===== src/abrf_pkg.sv =====
`timescale 1ns / 1ps
`default_nettype none
// ----------------------------------------------------------------------------
// abrf_pkg: shared types and constants of the banked register file
// Access kinds, processor mode encodings, PSR protection masks and the
// command struct that passes from the controller to the datapath.
// ----------------------------------------------------------------------------
package abrf_pkg;

  // Access kinds carried by each request transaction.
  typedef enum logic [2:0] {
    KIND_READ_REG   = 3'd0,
    KIND_WRITE_REG  = 3'd1,
    KIND_READ_USER  = 3'd2,
    KIND_WRITE_USER = 3'd3,
    KIND_READ_CPSR  = 3'd4,
    KIND_WRITE_CPSR = 3'd5,
    KIND_READ_SPSR  = 3'd6,
    KIND_WRITE_SPSR = 3'd7
  } kind_t;

  // Processor mode encodings in CPSR[4:0].
  localparam logic [4:0] MODE_USR = 5'h10;
  localparam logic [4:0] MODE_FIQ = 5'h11;
  localparam logic [4:0] MODE_IRQ = 5'h12;
  localparam logic [4:0] MODE_SVC = 5'h13;
  localparam logic [4:0] MODE_ABT = 5'h17;
  localparam logic [4:0] MODE_UND = 5'h1B;
  localparam logic [4:0] MODE_SYS = 5'h1F;

  // Bits that a PSR write leaves untouched.
  localparam logic [31:0] MASK_PRIV = 32'h07F0_FC20;
  localparam logic [31:0] MASK_USER = 32'h07F0_FDFF;

  // CPSR value after reset: system mode.
  localparam logic [31:0] CPSR_RESET = 32'h0000_001F;

  // Storage sizes.
  localparam int USER_DEPTH = 16;
  localparam int BANK_DEPTH = 15;
  localparam int SPSR_DEPTH = 5;

  // Base of each mode's R14/R13 pair in the mode bank.
  localparam logic [3:0] BASE_SVC = 4'd0;
  localparam logic [3:0] BASE_ABT = 4'd2;
  localparam logic [3:0] BASE_UND = 4'd4;
  localparam logic [3:0] BASE_IRQ = 4'd6;

  // Saved PSR slots.
  localparam logic [2:0] SLOT_SVC = 3'd0;
  localparam logic [2:0] SLOT_ABT = 3'd1;
  localparam logic [2:0] SLOT_UND = 3'd2;
  localparam logic [2:0] SLOT_IRQ = 3'd3;
  localparam logic [2:0] SLOT_FIQ = 3'd4;

  // Controller states: result register empty or holding a result.
  typedef enum logic {
    ST_EMPTY = 1'b0,
    ST_FULL  = 1'b1
  } state_t;

  // Commands from the controller to the datapath.
  typedef struct packed {
    logic exec;  // perform the access and load the result register
  } cmd_t;

endpackage : abrf_pkg
`default_nettype wire


===== src/abrf_req_if.sv =====
`timescale 1ns / 1ps
`default_nettype none
// ----------------------------------------------------------------------------
// abrf_req_if: request channel of the banked register file
// Valid/ready channel carrying one register file access per transaction.
// ----------------------------------------------------------------------------
interface abrf_req_if;
  logic        valid;
  logic        ready;
  logic [2:0]  kind;
  logic [3:0]  reg_index;
  logic [31:0] write_data;

  modport source (output valid, output kind, output reg_index, output write_data,
                  input ready);
  modport sink   (input valid, input kind, input reg_index, input write_data,
                  output ready);
endinterface : abrf_req_if
`default_nettype wire


===== src/abrf_rsp_if.sv =====
`timescale 1ns / 1ps
`default_nettype none
// ----------------------------------------------------------------------------
// abrf_rsp_if: response channel of the banked register file
// Valid/ready channel carrying read data and mode flags per transaction.
// ----------------------------------------------------------------------------
interface abrf_rsp_if;
  logic        valid;
  logic        ready;
  logic [31:0] read_data;
  logic [4:0]  cpsr_mode;
  logic        privileged;
  logic        has_saved_psr;

  modport source (output valid, output read_data, output cpsr_mode,
                  output privileged, output has_saved_psr, input ready);
  modport sink   (input valid, input read_data, input cpsr_mode,
                  input privileged, input has_saved_psr, output ready);
endinterface : abrf_rsp_if
`default_nettype wire


===== src/arm_banked_register_file_core.sv =====
`timescale 1ns / 1ps
`default_nettype none
// ----------------------------------------------------------------------------
// arm_banked_register_file_core: ARMv5 register file with mode banking
// One access per request transaction through the banking of CPSR[4:0],
// answered by one response transaction with read data and mode flags.
// ----------------------------------------------------------------------------
//  Channel  Direction  Payload
//  req      in         kind, reg_index, write_data
//  rsp      out        read_data, cpsr_mode, privileged, has_saved_psr
//
// An accepted access updates the state and loads the response register in
// the same cycle; the response is offered from the next cycle on.
// A new request is accepted each cycle while the response register is empty
// or its response is taken in that cycle, so throughput is one per cycle.
// Reset clears all general registers and saved PSRs and puts CPSR in system mode.
// A stalled response holds the request side until it is taken.
// ----------------------------------------------------------------------------
module arm_banked_register_file_core (
  input  wire logic   clk,
  input  wire logic   rst,
  abrf_req_if.sink    req,
  abrf_rsp_if.source  rsp
);
  import abrf_pkg::*;

  cmd_t cmd;

  // Handshake controller.
  abrf_ctrl u_ctrl (
    .clk       (clk),
    .rst       (rst),
    .req_valid (req.valid),
    .req_ready (req.ready),
    .rsp_valid (rsp.valid),
    .rsp_ready (rsp.ready),
    .cmd       (cmd)
  );

  // Register storage and access datapath.
  abrf_datapath u_datapath (
    .clk           (clk),
    .rst           (rst),
    .cmd           (cmd),
    .kind          (req.kind),
    .reg_index     (req.reg_index),
    .write_data    (req.write_data),
    .read_data     (rsp.read_data),
    .cpsr_mode     (rsp.cpsr_mode),
    .privileged    (rsp.privileged),
    .has_saved_psr (rsp.has_saved_psr)
  );

  // An executed access is offered as a response in the next cycle.
  a_exec_to_rsp: assert property (@(posedge clk) disable iff (rst)
    cmd.exec |=> rsp.valid)
    else $error("executed access did not produce a response");

  // A waiting response is never overwritten by a new access.
  a_no_overwrite: assert property (@(posedge clk) disable iff (rst)
    (rsp.valid && !rsp.ready) |-> !req.ready)
    else $error("request accepted while response stalled");

  // User mode never reports a saved PSR.
  a_user_no_spsr: assert property (@(posedge clk) disable iff (rst)
    (rsp.valid && !rsp.privileged) |-> !rsp.has_saved_psr)
    else $error("user mode reported a saved PSR");

  // Reset leaves no response pending.
  a_reset_empty: assert property (@(posedge clk)
    rst |=> !rsp.valid)
    else $error("response valid after reset");

endmodule : arm_banked_register_file_core
`default_nettype wire


===== src/abrf_ctrl.sv =====
`timescale 1ns / 1ps
`default_nettype none
// ----------------------------------------------------------------------------
// abrf_ctrl: handshake controller of the banked register file
// Tracks whether the result register holds an undelivered response and
// issues the execute command when a request transaction is accepted.
// ----------------------------------------------------------------------------
module abrf_ctrl (
  input  wire logic          clk,
  input  wire logic          rst,
  input  wire logic          req_valid,
  output logic               req_ready,
  output logic               rsp_valid,
  input  wire logic          rsp_ready,
  output abrf_pkg::cmd_t     cmd
);
  import abrf_pkg::*;

  state_t state;
  state_t state_next;

  // State register.
  always_ff @(posedge clk) begin
    if (rst) begin
      state <= ST_EMPTY;
    end else begin
      state <= state_next;
    end
  end

  // Next state: a new access refills the result register, a delivery empties it.
  always_comb begin
    state_next = state;
    unique case (state)
      ST_EMPTY: begin
        if (req_valid) state_next = ST_FULL;
      end
      ST_FULL: begin
        if (rsp_ready && !req_valid) state_next = ST_EMPTY;
      end
      default: state_next = ST_EMPTY;
    endcase
  end

  // Outputs: accept whenever the result register is free or being drained.
  always_comb begin
    req_ready = 1'b0;
    rsp_valid = 1'b0;
    unique case (state)
      ST_EMPTY: begin
        req_ready = 1'b1;
      end
      ST_FULL: begin
        req_ready = rsp_ready;
        rsp_valid = 1'b1;
      end
      default: begin
        req_ready = 1'b0;
      end
    endcase
    cmd.exec = req_valid && req_ready;
  end

endmodule : abrf_ctrl
`default_nettype wire


===== src/abrf_datapath.sv =====
`timescale 1ns / 1ps
`default_nettype none
// ----------------------------------------------------------------------------
// abrf_datapath: banked register storage and access logic
// Holds the user bank, the mode banks, CPSR and the saved PSRs, decodes the
// banking of the current mode and registers the response fields.
// ----------------------------------------------------------------------------
module abrf_datapath (
  input  wire logic           clk,
  input  wire logic           rst,
  input  wire abrf_pkg::cmd_t cmd,
  input  wire logic [2:0]     kind,
  input  wire logic [3:0]     reg_index,
  input  wire logic [31:0]    write_data,
  output logic [31:0]         read_data,
  output logic [4:0]          cpsr_mode,
  output logic                privileged,
  output logic                has_saved_psr
);
  import abrf_pkg::*;

  logic [31:0] user_bank  [USER_DEPTH];
  logic [31:0] mode_bank  [BANK_DEPTH];
  logic [31:0] saved_psr  [SPSR_DEPTH];
  logic [31:0] cpsr;

  logic [4:0]  mode;
  logic        mode_has_spsr;
  logic        use_mode_bank;
  logic [3:0]  bank_sel;
  logic [3:0]  bank_base;
  logic [2:0]  spsr_slot;
  logic [31:0] cell_data;
  logic [31:0] spsr_data;
  logic [31:0] rd;
  logic [31:0] cpsr_next;
  logic [31:0] cpsr_mask;
  logic [4:0]  mode_after;
  logic        wr_reg;
  logic        wr_user;
  logic        wr_spsr;

  // Mode decode from the current CPSR.
  assign mode          = cpsr[4:0];
  assign mode_has_spsr = (mode != MODE_USR) && (mode != MODE_SYS);

  // Saved PSR slot; unknown privileged modes share the FIQ slot.
  always_comb begin
    unique case (mode)
      MODE_SVC: spsr_slot = SLOT_SVC;
      MODE_ABT: spsr_slot = SLOT_ABT;
      MODE_UND: spsr_slot = SLOT_UND;
      MODE_IRQ: spsr_slot = SLOT_IRQ;
      default:  spsr_slot = SLOT_FIQ;
    endcase
  end

  // R13/R14 pair base; unknown privileged modes use the IRQ pair.
  always_comb begin
    unique case (mode)
      MODE_SVC: bank_base = BASE_SVC;
      MODE_ABT: bank_base = BASE_ABT;
      MODE_UND: bank_base = BASE_UND;
      default:  bank_base = BASE_IRQ;
    endcase
  end

  // Banked cell selection for the general register kinds.
  always_comb begin
    use_mode_bank = 1'b0;
    bank_sel      = reg_index;
    if (reg_index[3] && (reg_index != 4'd15) && mode_has_spsr) begin
      if (mode == MODE_FIQ) begin
        // FIQ banks R8 to R14 at the matching mode bank positions.
        use_mode_bank = 1'b1;
        bank_sel      = reg_index;
      end else if (reg_index >= 4'd13) begin
        // R13 takes the odd entry of the pair, R14 the even one.
        use_mode_bank = 1'b1;
        bank_sel      = bank_base + {3'd0, reg_index[0]};
      end
    end
  end

  assign cell_data = use_mode_bank ? mode_bank[bank_sel] : user_bank[reg_index];
  assign spsr_data = mode_has_spsr ? saved_psr[spsr_slot] : 32'd0;

  // Access decode: read data, write enables and the next CPSR.
  assign cpsr_mask = (mode != MODE_USR) ? MASK_PRIV : MASK_USER;

  always_comb begin
    rd        = 32'd0;
    cpsr_next = cpsr;
    wr_reg    = 1'b0;
    wr_user   = 1'b0;
    wr_spsr   = 1'b0;
    unique case (kind_t'(kind))
      KIND_READ_REG:   rd      = cell_data;
      KIND_WRITE_REG:  wr_reg  = 1'b1;
      KIND_READ_USER:  rd      = user_bank[reg_index];
      KIND_WRITE_USER: wr_user = 1'b1;
      KIND_READ_CPSR:  rd      = cpsr;
      KIND_WRITE_CPSR: cpsr_next = (cpsr & cpsr_mask) | (write_data & ~cpsr_mask);
      KIND_READ_SPSR:  rd      = spsr_data;
      KIND_WRITE_SPSR: wr_spsr = mode_has_spsr;
      default:         rd      = 32'd0;
    endcase
  end

  assign mode_after = cpsr_next[4:0];

  // Architectural state update on an executed access.
  always_ff @(posedge clk) begin
    if (rst) begin
      for (int i = 0; i < USER_DEPTH; i++) user_bank[i] <= 32'd0;
      for (int i = 0; i < BANK_DEPTH; i++) mode_bank[i] <= 32'd0;
      for (int i = 0; i < SPSR_DEPTH; i++) saved_psr[i] <= 32'd0;
      cpsr <= CPSR_RESET;
    end else if (cmd.exec) begin
      cpsr <= cpsr_next;
      if (wr_user || (wr_reg && !use_mode_bank)) begin
        user_bank[reg_index] <= write_data;
      end
      if (wr_reg && use_mode_bank) begin
        mode_bank[bank_sel] <= write_data;
      end
      if (wr_spsr) begin
        saved_psr[spsr_slot] <= (saved_psr[spsr_slot] & MASK_PRIV) |
                                (write_data & ~MASK_PRIV);
      end
    end
  end

  // Result register; flags reflect the mode after the access.
  always_ff @(posedge clk) begin
    if (cmd.exec) begin
      read_data     <= rd;
      cpsr_mode     <= mode_after;
      privileged    <= (mode_after != MODE_USR);
      has_saved_psr <= (mode_after != MODE_USR) && (mode_after != MODE_SYS);
    end
  end

endmodule : abrf_datapath
`default_nettype wire

===== src/flat_wrapper.sv =====
// flat-port wrapper written by rule: the top's interface ports become plain ports
module arm_banked_register_file_core_flat import abrf_pkg::*;
  (clk, rst, req_valid, req_kind, req_reg_index, req_write_data, req_ready, rsp_valid, rsp_read_data, rsp_cpsr_mode, rsp_privileged, rsp_has_saved_psr, rsp_ready);
  abrf_req_if req_i ();
  abrf_rsp_if rsp_i ();
  input  wire logic clk;
  input  wire logic rst;
  input wire logic [$bits(req_i.valid)-1:0] req_valid;
  input wire logic [$bits(req_i.kind)-1:0] req_kind;
  input wire logic [$bits(req_i.reg_index)-1:0] req_reg_index;
  input wire logic [$bits(req_i.write_data)-1:0] req_write_data;
  output wire logic [$bits(req_i.ready)-1:0] req_ready;
  output wire logic [$bits(rsp_i.valid)-1:0] rsp_valid;
  output wire logic [$bits(rsp_i.read_data)-1:0] rsp_read_data;
  output wire logic [$bits(rsp_i.cpsr_mode)-1:0] rsp_cpsr_mode;
  output wire logic [$bits(rsp_i.privileged)-1:0] rsp_privileged;
  output wire logic [$bits(rsp_i.has_saved_psr)-1:0] rsp_has_saved_psr;
  input wire logic [$bits(rsp_i.ready)-1:0] rsp_ready;
  assign req_i.valid = req_valid;
  assign req_i.kind = req_kind;
  assign req_i.reg_index = req_reg_index;
  assign req_i.write_data = req_write_data;
  assign req_ready = req_i.ready;
  assign rsp_valid = rsp_i.valid;
  assign rsp_read_data = rsp_i.read_data;
  assign rsp_cpsr_mode = rsp_i.cpsr_mode;
  assign rsp_privileged = rsp_i.privileged;
  assign rsp_has_saved_psr = rsp_i.has_saved_psr;
  assign rsp_i.ready = rsp_ready;
  arm_banked_register_file_core u_core (.clk(clk), .rst(rst), .req(req_i), .rsp(rsp_i));
endmodule

===== config.mk =====
export PLATFORM = sky130hd
export DESIGN_NAME = arm_banked_register_file_core_flat
export DESIGN_NICKNAME = d
export VERILOG_FILES = /design/src/abrf_pkg.sv /design/src/abrf_req_if.sv /design/src/abrf_rsp_if.sv /design/src/arm_banked_register_file_core.sv /design/src/abrf_ctrl.sv /design/src/abrf_datapath.sv /design/src/flat_wrapper.sv
export SDC_FILE = /design/constraint.sdc
export NUM_CORES = 2
export LEC_CHECK = 0
export BUFFER_PORTS_ARGS = -buffer_cell sky130_fd_sc_hd__buf_2
export CORE_ASPECT_RATIO = 0.8
export CORE_MARGIN = 2
export CORE_UTILIZATION = 30
export CTS_CLUSTER_DIAMETER = 100
export DETAILED_ROUTE_END_ITERATION = 7
export GPL_TIMING_DRIVEN = 1
export PLACE_DENSITY = 0.46
export RECOVER_POWER = 25
export SLEW_MARGIN = 30
export SYNTH_ARGS = -nofsm -noshare
export SYNTH_HDL_FRONTEND = slang
export SYNTH_SLANG_ARGS = --single-unit

===== constraint.sdc =====
create_clock -name clk -period 5.34 [get_ports clk]
set_clock_uncertainty 0.1 [all_clocks]
set_input_delay 1.068 -clock clk [delete_from_list [all_inputs] [get_ports clk]]
set_output_delay 1.068 -clock clk [all_outputs]
set_load 0.05 [all_outputs]

After elaboration in Yosys (flattened, before gate mapping)
Memories as Yosys holds them, arrays and structs flattened.
Index checks and enable logic that the tools add are counted.
- bits in writable memories: 1152
- input port bits: 43
- output and inout port bits: 41
- logic and storage cells: 95
- memories: 3
- flip-flop bits (word level): 72
- memories (memory ; depth ; width ; read ports ; clocked after Yosys merged registers in ; write ports ; line ; text):
    u_core.u_datapath.user_bank ; 16 ; 32 ; 1 ; 0 ; 16 ; abrf_datapath.sv:22 ; logic [31:0] user_bank [USER_DEPTH];
    u_core.u_datapath.mode_bank ; 15 ; 32 ; 1 ; 0 ; 15 ; abrf_datapath.sv:23 ; logic [31:0] mode_bank [BANK_DEPTH];
    u_core.u_datapath.saved_psr ; 5 ; 32 ; 1 ; 0 ; 5 ; abrf_datapath.sv:24 ; logic [31:0] saved_psr [SPSR_DEPTH];
- eq/ne operators: 17
- bitwise logic cells: 6
- add/subtract/negate cells: 1
- reductions and logical operators: 16
- $lt $le $gt $ge: 1
- mux-type cells: 44
- operators by type and width (kind ; number):
    32-bit two-way mux ; 5
    32-bit case mux with 4 select lines ; 1
    32-bit OR reduction ; 3
    32-bit by 27-bit AND with 32-bit output ; 1
    32-bit AND ; 1
    27-bit NOT with 32-bit output ; 1
    27-bit by 32-bit bitwise OR with 32-bit output ; 1
    32-bit bitwise OR ; 1
    1-bit two-way mux ; 26
    5-bit equality test (second input constant) ; 5
    4-bit two-way mux ; 5
    5-bit != test (second input constant) ; 4
    3-bit equality test (second input constant) ; 4
    3-bit case mux with 4 select lines ; 1
    9-bit two-way mux ; 1
    3-bit case mux with 3 select lines ; 1
    1-bit logical AND ; 8
    3-bit by 2-bit equality test with 1-bit output (second input constant) ; 2
    5-bit two-way mux ; 1
    4-bit by 1-bit adder with 4-bit output ; 1
    4-bit greater-or-equal comparator (second input constant) ; 1
    4-bit != test (second input constant) ; 1
    1-bit case mux with 2 select lines ; 2
    3-bit by 1-bit equality test with 1-bit output (second input constant) ; 1
    6 further kinds ; 7

Depth between registers and ports, before layout
- depth in word-level cells: 13
- mapped depth: 11
- gate-level depth less buffers: 7

By module
From an unflattened synthesis, not the netlist that was laid out.
- cells, all modules: 4214
- area, all modules: 57740.4 um^2
- by module, submodules not included (module ; cells each ; seq. area each (um^2) ; area each (um^2) ; instances):
    abrf_datapath ; 4209 ; 37055.5 ; 57685.3 ; 1
    abrf_ctrl ; 5 ; 20.0 ; 55.1 ; 1

Worst setup path after synthesis
Ideal clock, no wire load.
- path type: in2reg
- start point: input rsp_ready
- end point: memory u_core.u_datapath.mode_bank[10][0], enable pin
- required time: 4850 ps
- buffers on the path: 1
- data arrival time: 3805 ps
- setup time: 390 ps
- stages on the path: 8
- slack: 1044 ps
- path through: nand2b_1 -> nand2_1 -> nor3_1 -> or3b_1 -> buf_2 -> or3_4 -> nor2_8 -> or2_1
- RTL lines (element ; line ; text):
    start: declaration ; flat_wrapper.sv:18 ; input wire logic [$bits(rsp_i.ready)-1:0] rsp_ready;
    end: declaration ; abrf_datapath.sv:23 ;

==> metrics.md <==
| Metric | Value |
|---|---|
| Status | `finished, violations left` |
| Failing checks | `max-capacitance violations, max-slew violations` |
| Yosys top cell by area | `edfxtp_1` |
| Simple-gate share of the synthesized area | `17.5%` |
| Main combinational cell family by area after synthesis | `simple AND/OR/NAND/NOR gates` |
| Drc violations | `0` |
| Slew HR | `-76.8%` |
| Via count | `35.9k` |
| # nets final | `4324` |
| TNS Setup | `0 ns` |
| Clock sinks | `1242` |
| CP max stage delay | `0.98 ns` |
| Final hold vios | `0` |
| Row count | `144` |
| Portion of netlist area occupied by mux cells | `7.98%` |
| Max IR drop VDD | `0.214 mV` |
| Tcrit/Tclk final | `87.1%` |
| Adder-cell share of the synthesized area | `0%` |
| Area of the mapped netlist | `57800 um2` |
| Die height | `397 um` |
| Starting DRT DRC Count | `4064` |
| Leakage | `0.0231 uW` |
| Max Clk Rate | `215 MHz` |
| Worst Tran Pin Value | `2.65 ns` |
| Worst path slowest cell | `dfxtp_1` |
| Crit-path max FO | `22` |
| Die area | `196000 um2` |
| Largest net degree at the start of global routing | `90` |
| Final GP Congestion | `0.802` |
| Drt first pass iters | `8` |
| DR WL/cell | `28.5 um` |
| # IOs | `84` |
| Avg Inst Size Synth | `13.6 um2` |
| CP Capture Type | `flop` |
| Pre-CTS setup slack | `0.485 ns` |
| Asr flop ratio synth | `0%` |
| ANT nets after route | `0` |
| Vias/cell | `5.16` |
| Core area | `192000 um2` |
| WS Path Type | `reg2reg` |
| Post-Synthesis Cells | `4263` |
| Max-Cap Viols | `32` |
| Grt total ovfl | `0` |
| Xor and xnor fraction of the mapped netlist area | `0.0281%` |
| Area share of the largest cell type after synthesis | `63.5%` |
| CTS Hold Bufs | `0` |
| Overall Global Routing Usage | `20.1%` |
| Number of global-route vias before repair | `35.2k` |
| Dominant cells by area after synthesis | `edfxtp_1 (64%), and2_1 (12%), mux4_2 (6.5%), clkbuf_1 (2.0%), nor2_1 (1.2%)` |
| CTS buffer count | `133` |
| #FFs+latches synth | `1242` |
| CP cell instances | `and4_1, o21ai_0, o2111ai_2, clkbuf_1, o21a_1, nand2_1, nor2_4, or2_2, buf_4` |
| Post-synth EDFFs | `1223` |
| Starting Density | `30.1%` |
| CP arrival | `4.99 ns` |
| Yosys warnings | `0` |
| Number of distinct library cells after synthesis | `82` |
| CTS H-tree depth | `4` |
| Clock buffer depth | `3` |
| First-pass GRT wire length | `281 mm` |
| Final Slew Violations | `1086` |
| Final Power | `21900 uW` |
| Synth Area in Compound Gates | `7.08%` |
| Post-CTS sizing | `0` |
| I/O Buffers | `83` |
| Number of setup buffers added after CTS | `0` |
| Sequential area share after synthesis | `64.2%` |
| Layout cells sized above 1 | `15.0%` |
| Initial antenna violation count | `21` |
| Root cell of the clock tree | `clkbuf_16` |
| Hpwl dp | `118 mm` |
| RSZ-0062 raised after global routing | `no` |
| Final wirelength | `198 mm` |
| # setup viols final | `0` |
| Final min period | `4.65 ns` |
| Pwr Density | `334 nW/um2` |
| CP required | `5.68 ns` |
| CTS tree | `yes` |
| Post-synth top flop | `edfxtp_1` |
| Worst skew pair latency | `0.80 ns` |
| Min-delay worst type | `reg2reg` |
| CTS clk-pin slew, worst paths | `0.06 ns` |
| Final WS setup | `0.689 ns` |
| Startpoint types | `flop` |
| Area delta synth->final | `13.4%` |
| Die Wd | `495 um` |
[cell type report]
cell class                 count  area (um2)
antenna                       12        30.0
clock buffer                 175        3590
clock inverter                67         477
fill                       18702      127000
inverter                      20        75.1
multi-input combinational   2606       19100
sequential                  1242       37100
tap                         2555        3200
timing repair buffer         278        1900
[kinds of logic (layout without fill, tap and decap cells)]
family	Yosys count	after routing
flops	1242	1242
mux	248	248
compound gates	580	580
simple gates	1745	1745
xor+xnor	1	1
buf+inv	446	540
other cells	1	44
[worst paths after layout]
kind,start,endpoint,slack [ns],cells past startpoint
setup / recovery,u_core.u_datapath.cpsr[3],u_core.u_datapath.user_bank[1][21],0.69,9
hold / removal,u_core.u_datapath.cpsr[30],u_core.u_datapath.cpsr[30],0.36,2
setup reg to reg,u_core.u_datapath.cpsr[3],u_core.u_datapath.user_bank[1][21],0.69,9
hold reg to reg,u_core.u_datapath.cpsr[30],u_core.u_datapath.cpsr[30],0.36,2
[Yosys cell counts, types with 50 or more instances]
cell and count:
clkbuf_1 306, a211oi_1 64, mux4_2 167, o21ai_0 86, edfxtp_1 1223, nor2_1 183, o22ai_1 98, mux2i_1 50
nand2_1 141, nor3_1 91, buf_2 76, a21oi_1 83, and3_1 74, and2_1 1066
[placed cells by master (no fill, tap or decap), types with 12 or more instances in the layout]
cell type and count:
a211oi_1 63, a21oi_1 82, and2_0 90, and2_1 977, and3_1 74, buf_12 15, buf_4 150, clkbuf_1 128
clkbuf_16 138, clkinv_1 36, clkinv_2 12, conb_1 32, dfxtp_1 18, diode_2 12, edfxtp_1 1223, inv_1 18
mux2_2 31, mux2i_1 49, mux4_2 167, nand2_1 139, nand2b_1 33, nand3_1 22, nor2_1 162, nor2_4 17
nor2b_1 40, nor3_1 91, nor4_1 17, o2111ai_1 18, o21ai_0 86, o221ai_1 47, o22a_1 32, o22ai_1 98
o31ai_1 44, or2_2 29
[per-layer routing]
metal  wire [um]  track usage (%)  vias to the layer above
met3       12800             3.35                      189
met5          34                0                        -
met2       87900             30.3                     1225
met1       94100             30.4                    18682
met4        3220             3.78                        6
li1            -                -                    15793
[critical path, delay by kind of cell, from the launching register on]
kind	cells	cell delay [ns]
compound gates	3	0.71
flops	1	0.98
buf+inv	2	0.86
simple gates	4	1.63
[registers in the layout, indices dropped and copies added (netlist names), named ones only]
name                             count
u_core.u_datapath.read_data         32
u_core.u_datapath.cpsr_mode          5
u_core.u_datapath.user_bank        512
u_core.u_datapath.cpsr              15
u_core.u_datapath.has_saved_psr      1
u_core.u_datapath.privileged         1
u_core.u_ctrl.state                  1
u_core.u_datapath.saved_psr        160
u_core.u_datapath.mode_bank        512
[where the power goes]
part	internal, uW	switching, uW	total [uW]
combinational	495	1240	1730
clock	4950	4030	8980
sequential	11100	139	11200
[stage by stage]
stage	util [%]	hold slack [ns]	area (um2)	instances
after floorplan	-	0.337	57900	4294
after global placement	32.1	0.344	61700	6700
after detailed placement	32.1	0.350	61700	6700
after CTS	34.2	0.358	65800	6942
after global routing	34.1	0.372	65500	6944
final	34.1	0.358	65500	6955
No activity file was read; power rests on OpenSTA's default activity.
